--- config.mk ---
export PLATFORM = sky130hd
export DESIGN_NAME = kcc_ram
export DESIGN_NICKNAME = d
export VERILOG_FILES = /design/src/sv/kcc_ram.sv
export SDC_FILE = /design/constraint.sdc
export NUM_CORES = 1
export LEC_CHECK = 0
export BUFFER_PORTS_ARGS = -buffer_cell sky130_fd_sc_hd__buf_2
export CAP_MARGIN = 10
export CORE_UTILIZATION = 52
export CTS_CLUSTER_DIAMETER = 120
export DETAILED_ROUTE_END_ITERATION = 10
export PLACE_DENSITY = 0.69
export SYNTH_ARGS = -nofsm -noshare
export SYNTH_HDL_FRONTEND = slang
export SYNTH_SLANG_ARGS = --single-unit
export TNS_END_PERCENT = 100
--- constraint.sdc ---
create_clock -name clk -period 2.1 [get_ports clk]
set_clock_uncertainty 0.15 [all_clocks]
set_input_delay 0.315 -clock clk [delete_from_list [all_inputs] [get_ports clk]]
set_output_delay 0.315 -clock clk [all_outputs]
set_load 0.005 [all_outputs]
--- src/sv/kcc_ram.sv ---
// ----------------------------------------------------------------------------
// kcc_ram
// Generic single write port, single read port RAM with registered read.
// ----------------------------------------------------------------------------
module kcc_ram #(
  parameter int WIDTH = 8,
  parameter int DEPTH = 16,
  localparam int AW = (DEPTH > 1) ? $clog2(DEPTH) : 1
) (
  input  logic             clk,
  input  logic             we,
  input  logic [AW-1:0]    waddr,
  input  logic [WIDTH-1:0] wdata,
  input  logic [AW-1:0]    raddr,
  output logic [WIDTH-1:0] rdata
);

  logic [WIDTH-1:0] mem [DEPTH];

  always_ff @(posedge clk) begin
    if (we) begin
      mem[waddr] <= wdata;
    end
    rdata <= mem[raddr];
  end

endmodule
==> results.toml, run 1 <==
[status]
run_status = "finished clean"

[power_and_ir_drop]
p_per_area_nw_per_um2 = 1040
peakVddDrop_mv = 0.534
p_leak_nw = 2.13
design_power_total_mw = 6.43

[setup_path]
cp_slowest_stage_delay_ps = 520
crit_path_cell_trace = "mux4_1 -> a22oi_1 -> nand2_1"
path_delay_family = "multiplexers"
crit_arrival_ps = 1720
regToRegSetupSlack_ps = 620
critPathMaxFanout = 1
timing.critical_path.from_type = "flop"
critical-path-slowest-cell = "mux4_1"
reg2reg_to = "rdata[1]"
critPathBufInv = 0
timing.critical_path.to = "rdata[1]"
cp-startpoint = "mem[9][1]"
worstReg2RegStart = "mem[9][1]"
worst_setup_path_end_kind = "flop"
worstSetupPathType = "reg -> reg"
critPathRequiredTime_ps = 2340
crit_cells = 3
worst-r2r-cell-count = 3

[clock_network]
post_cts_hold_buffer_count = 0
ctsResizeCount = 0
max-clock-path-buffers = 2
cts_max_level = 4
path_clk_slew_ps = 60
cts_num_sinks = 136
buffers_inserted_by_post_cts_timing_repair = 0
cts-buffers-inserted = 17
clock-root-buffer = "clkbuf_8"
worstSkewPairLatency_ps = 510
cts_tree = "done"

[cells_and_area]
layout.filler_cells = 599
multi_input_comb_area_um2 = 1060
area_growth_pct = 20.2
final_cell_area_um2 = 6190
final-instance-count-excl-fill = 428
antenna_cells_inserted = 0
final_util = 0.657
drive_gt1_frac = 0.331
final_net_count = 304
footprint_of_the_flip_flops_and_latches_um2 = 4000

[sta]
worstMarginPinSlew_ps = 406
finalHoldViolCount = 0
relSlewSlack = 0.729
timing.setup.tns_ps = 0
setup_viol = 0
fin_crit_sh = 0.703
slew_violations = 0
grt_setup_unrepaired = "false"
clock.fmax_mhz = 677
min_period_ps = 1480

[placed_design]
post_dp_cell_area_um2 = 5560
io_buffers = 25
dp.cells = 396
gp_routability_congestion = 0.695
place.detailed.hpwl_um = 6140

[synth]
synth-seq-area-share = 0.778
synthArstFlopShare = 0
count_of_cell_types_in_the_netlist = 19
synth.top_cell.area_share = 0.747
synth_area_um2 = 5150
synth_fp_nets = 247
netlist_top_cells_count = "128 x edfxtp_1, 18 x mux4_2, 16 x a22oi_1, 14 x mux4_1, 13 x nor2_1"
synth-warning-count = 0
synth.top_cells.by_area = "edfxtp_1 75%, mux4_2 7.9%, mux4_1 7.1%"
postSynthAreaPerCell_um2 = 22.5
edff_count_synth = 128
synth_largest_area_cell = "edfxtp_1"
ys_seq_elements = 136
yosys_most_used_dff = "edfxtp_1"
synthCells = 229
most_numerous_cell_in_the_yosys_netlist = "edfxtp_1"

[floorplan]
design.core.area_um2 = 9420
floorplan.rows = 35
boundaryPins = 26
dieWidth_um = 101
floorplan.die_area_um2 = 10300
die-height_um = 101
start_util = 0.547

[worst_hold_path]
min_from = "wdata[2]"
path_category_of_the_worst_min_delay_check = "in -> reg"
hold-path-cell-count = 1

[grt]
globalRoute.totalOverflow = 0
pin_count_of_the_biggest_net_entering_global_routing = 21
grt_first_pass_wirelength_um = 14700
number_of_global_route_vias_before_repair = 2591
grt_use_total = 0.212
antenna_found_initial = 0

[run]
drv_cap = 0

[routing]
via_per_inst = 5.75
avgRoutedWirePerCell_um = 22.1
routed-via-count = 2461
drt-initial-drc-count = 142
drt.antenna.violating_nets = 0
drc = 0
drt-total-wl_um = 9460
detailedRoute.firstPassIterationCount = 5
[worst min-delay path by stage]
stage	to	slack, ps
6_report	mem[13][2]	30
5_1_grt	mem[13][2]	20
4_1_cts	mem[13][2]	6
3_5_place_dp	rdata[3]	520
3_3_place_gp	rdata[3]	510
2_1_floorplan	mem[0][0]	260
[registers in the layout, indices dropped and copies added (netlist names)]
register and count:
rdata 8, mem 128
[area by class of cell]
| cell class | count | area share |
|---|---|---|
| well taps | 129 | 0.0261 |
| repair buffers | 48 | 0.0542 |
| clock buffers | 17 | 0.0669 |
| clock inverters | 15 | 0.0346 |
| flip-flops and latches | 136 | 0.647 |
| multi-input cells | 83 | 0.171 |
[worst reg2reg max path: stages (launching register included)]
cell      delay, ps
edfxtp_1        350
mux4_1          520
a22oi_1         270
nand2_1          70
[cells by family after synthesis]
group / count (synthesis) / share of synthesized area
flip-flops: 136 / 0.778
AND/OR/NAND/NOR: 35 / 0.0318
multiplexers: 32 / 0.150
AO/OA/AOI/OAI: 16 / 0.0233
buffers and inverters: 10 / 0.0168
[stage by stage]
step	setup WS, ps	hold WS (ps)
floorplan	142	264
global placement	211	508
detailed placement	206	516
CTS	593	5.70
global route	530	17.2
finish	623	27.8
[power breakdown]
group,internal (mW),switching (mW)
Clock,1.95,1.14
Sequential,3.03,0.0206
Combinational,0.129,0.153
Total,5.12,1.31
[per-layer routing]
metal  part of all wire  vias to the layer above  global-route usage
met1               0.43                     1289               0.283
met2               0.52                       76               0.340
met5                  0                        -                   0
li1                   -                     1086                   -
met3              0.039                       10              0.0566
met4             0.0079                        0              0.0769
[cells in the final DEF (no fill, tap or decap), drive strengths merged]
master / Yosys / final
nor2: 13 / 13
nor3: 4 / 4
buf: 7 / 48
dfxtp: 8 / 8
a22oi: 16 / 16
nand2b: 2 / 2
mux4: 32 / 32
nand2: 9 / 9
nor2b: 1 / 1
clkinv: 0 / 3
nand3: 1 / 1
clkinvlp: 0 / 2
or3b: 1 / 1
and2: 1 / 1
clkbuf: 0 / 17
and2b: 1 / 1
edfxtp: 128 / 128
nand3b: 2 / 2
bufinv: 0 / 4
inv: 0 / 6
No activity file was read; power rests on OpenSTA's default activity.
==> inputs of run 2 (changes only) <==
==> constraint.sdc (replaced) <==
create_clock -name clk -period 1.4 [get_ports clk]
set_clock_uncertainty 0.15 [all_clocks]
set_input_delay 0.21 -clock clk [delete_from_list [all_inputs] [get_ports clk]]
set_output_delay 0.21 -clock clk [all_outputs]
set_load 0.005 [all_outputs]
==> run 2 against run 1 <==
Against the previous run:
- the run now ends with negative setup slack left
- non-clock buffer count grew 19
- hold slack gained 31 ps
- power grew 49%
- critical endpoint is now rdata[6]
- design area grew 2.4%
==> results.toml, run 2 (synthesis gave the netlist of run 1 again) <==
[sta]
min_period_ps = 1420
setup_viol = 3
worstMarginPinSlew_ps = 855
layout_setup_ws_ps = -15.4
clock.fmax_mhz = 707
fin_crit_sh = 1.01
slew_violations = 0
grt_setup_unrepaired = "true"
finalHoldViolCount = 0
worst_hold_slack_ps = 58.9
relSlewSlack = 0.428

[grt]
grt_use_met3 = 0.0511
antenna_found_initial = 0
grt.met1_usage = 0.286
grt_busiest_layer = "met2"
grt_use_met2 = 0.328
globalRoute.totalOverflow = 0
grt_first_pass_wirelength_um = 14700
number_of_global_route_vias_before_repair = 2596
pin_count_of_the_biggest_net_entering_global_routing = 20
grt_use_total = 0.210

[floorplan]
floorplan.rows = 35
dieWidth_um = 101
start_util = 0.547
floorplan.die_area_um2 = 10300
design.core.area_um2 = 9420
die-height_um = 101
boundaryPins = 26

[cells_and_area]
final_net_count = 323
max_ffs_per_register = 128
regMostFlops = "mem"
layout.cells.most_common = "edfxtp_1"
antenna_cells_inserted = 0
reg_top3 = "mem x128, rdata x8"
drive_gt1_frac = 0.418
most-common-layout-cells = "128 x edfxtp_1, 32 x buf_4, 31 x mux4_2"
area_growth_pct = 23.0
final_util = 0.673

[power_and_ir_drop]
comb_power_share = 0.050
p_per_area_nw_per_um2 = 1510
sw_frac_of_total = 0.194
p_leak_nw = 2.16
seqPwrFrac = 0.480
switchingPower_mw = 1.86
internal_power_mw = 7.69
share_clk_of_total_power = 0.471
peakVddDrop_mv = 0.819

[routing]
drt-total-wl_um = 9330
detailedRoute.firstPassIterationCount = 4
drt.antenna.violating_nets = 0
avgRoutedWirePerCell_um = 20.9
drc = 0
routed-via-count = 2466
via_per_inst = 5.52
drt-initial-drc-count = 110

[placed_design]
gp_routability_congestion = 0.801
io_buffers = 25
place.detailed.hpwl_um = 6140

[setup_path]
critPathRequiredTime_ps = 1650
cp_slowest_stage_delay_ps = 490
critPathBufInv = 0
critPathMaxFanout = 1
worstSetupPathType = "reg -> reg"
critical-path-slowest-cell = "mux4_2"
timing.critical_path.from_type = "flop"
worst_setup_path_end_kind = "flop"
path_delay_family = "multiplexers"
crit_arrival_ps = 1670
crit_path_cell_trace = "mux4_2 -> a22oi_2 -> nand2_1"

[status]
run_status = "finished with violations"
violations = "negative setup slack"

[clock_network]
max-clock-path-buffers = 2
cts-buffers-inserted = 17
cts_num_sinks = 136
path_clk_slew_ps = 60
cts_max_level = 4
clock-root-buffer = "clkbuf_8"
worstSkewPairLatency_ps = 520
cts_tree = "done"

[run]
drv_cap = 0

[worst_hold_path]
path_category_of_the_worst_min_delay_check = "in -> reg"
[run 2: final timing paths]
path | from | to | slack (ps) | cells after the start
setup / recovery | mem[3][6] | rdata[6] | -20 | 3
hold / removal | waddr[0] | mem[4][3] | 60 | 3
setup reg to reg | mem[3][6] | rdata[6] | -20 | 3
hold reg to reg | mem[14][6] | rdata[6] | 510 | 3
[run 2: metrics by stage]
step / instances / setup WS [ps] / TNS (ps) / instance area, um^2 / power [mW]
final: 447 / -15.4 / -19.3 / 6330 / 9.55
after global routing: 447 / -80.6 / -408 / 6330 / 9.84
after CTS: 447 / -15.6 / -48.1 / 6330 / 9.59
after detailed placement: 407 / -456 / -14140 / 5620 / 5.11
after global placement: 407 / -416 / -10510 / 5620 / 5.10
after floorplan: 229 / -63.0 / -690 / 5180 / 4.91
[run 2: worst register-to-register path, cell delays in order (launching register included)]
cell      delay, ps
edfxtp_1        370
mux4_2          490
a22oi_2         210
nand2_1          70
[run 2: power groups by stage]
stage	sequential (mW)	combinational (mW)	clock, mW
after CTS	4.58	0.479	4.53
after floorplan	4.66	0.255	0
after detailed placement	4.67	0.448	0
after global placement	4.66	0.436	0
after global routing	4.59	0.516	4.73
final	4.58	0.474	4.49
[run 2: what timing repair did]
item / 4_1_cts / 5_1_grt
buffers inserted: 0 / 0
endpoints found under the hold margin: 128 / 0
setup endpoints to repair: 7 / 7
hold buffers: 8 / 0
resized for setup: 6 / 2
pin swaps: 2 / 0
[run 2: area by class of cell]
class	instances	area, um^2
multi-input cells	83	1070
well taps	129	161
clock inverters	14	180
flip-flops and latches	136	4000
repair buffers	67	485
clock buffers	18	428
fillers	601	3080
[run 2: routing by layer]
| layer | wire length, um | part of all wire |
|---|---|---|
| met5 | 0 | 0 |
| met4 | 137 | 0.015 |
| met3 | 328 | 0.035 |
| met2 | 4700 | 0.50 |
| met1 | 4170 | 0.45 |
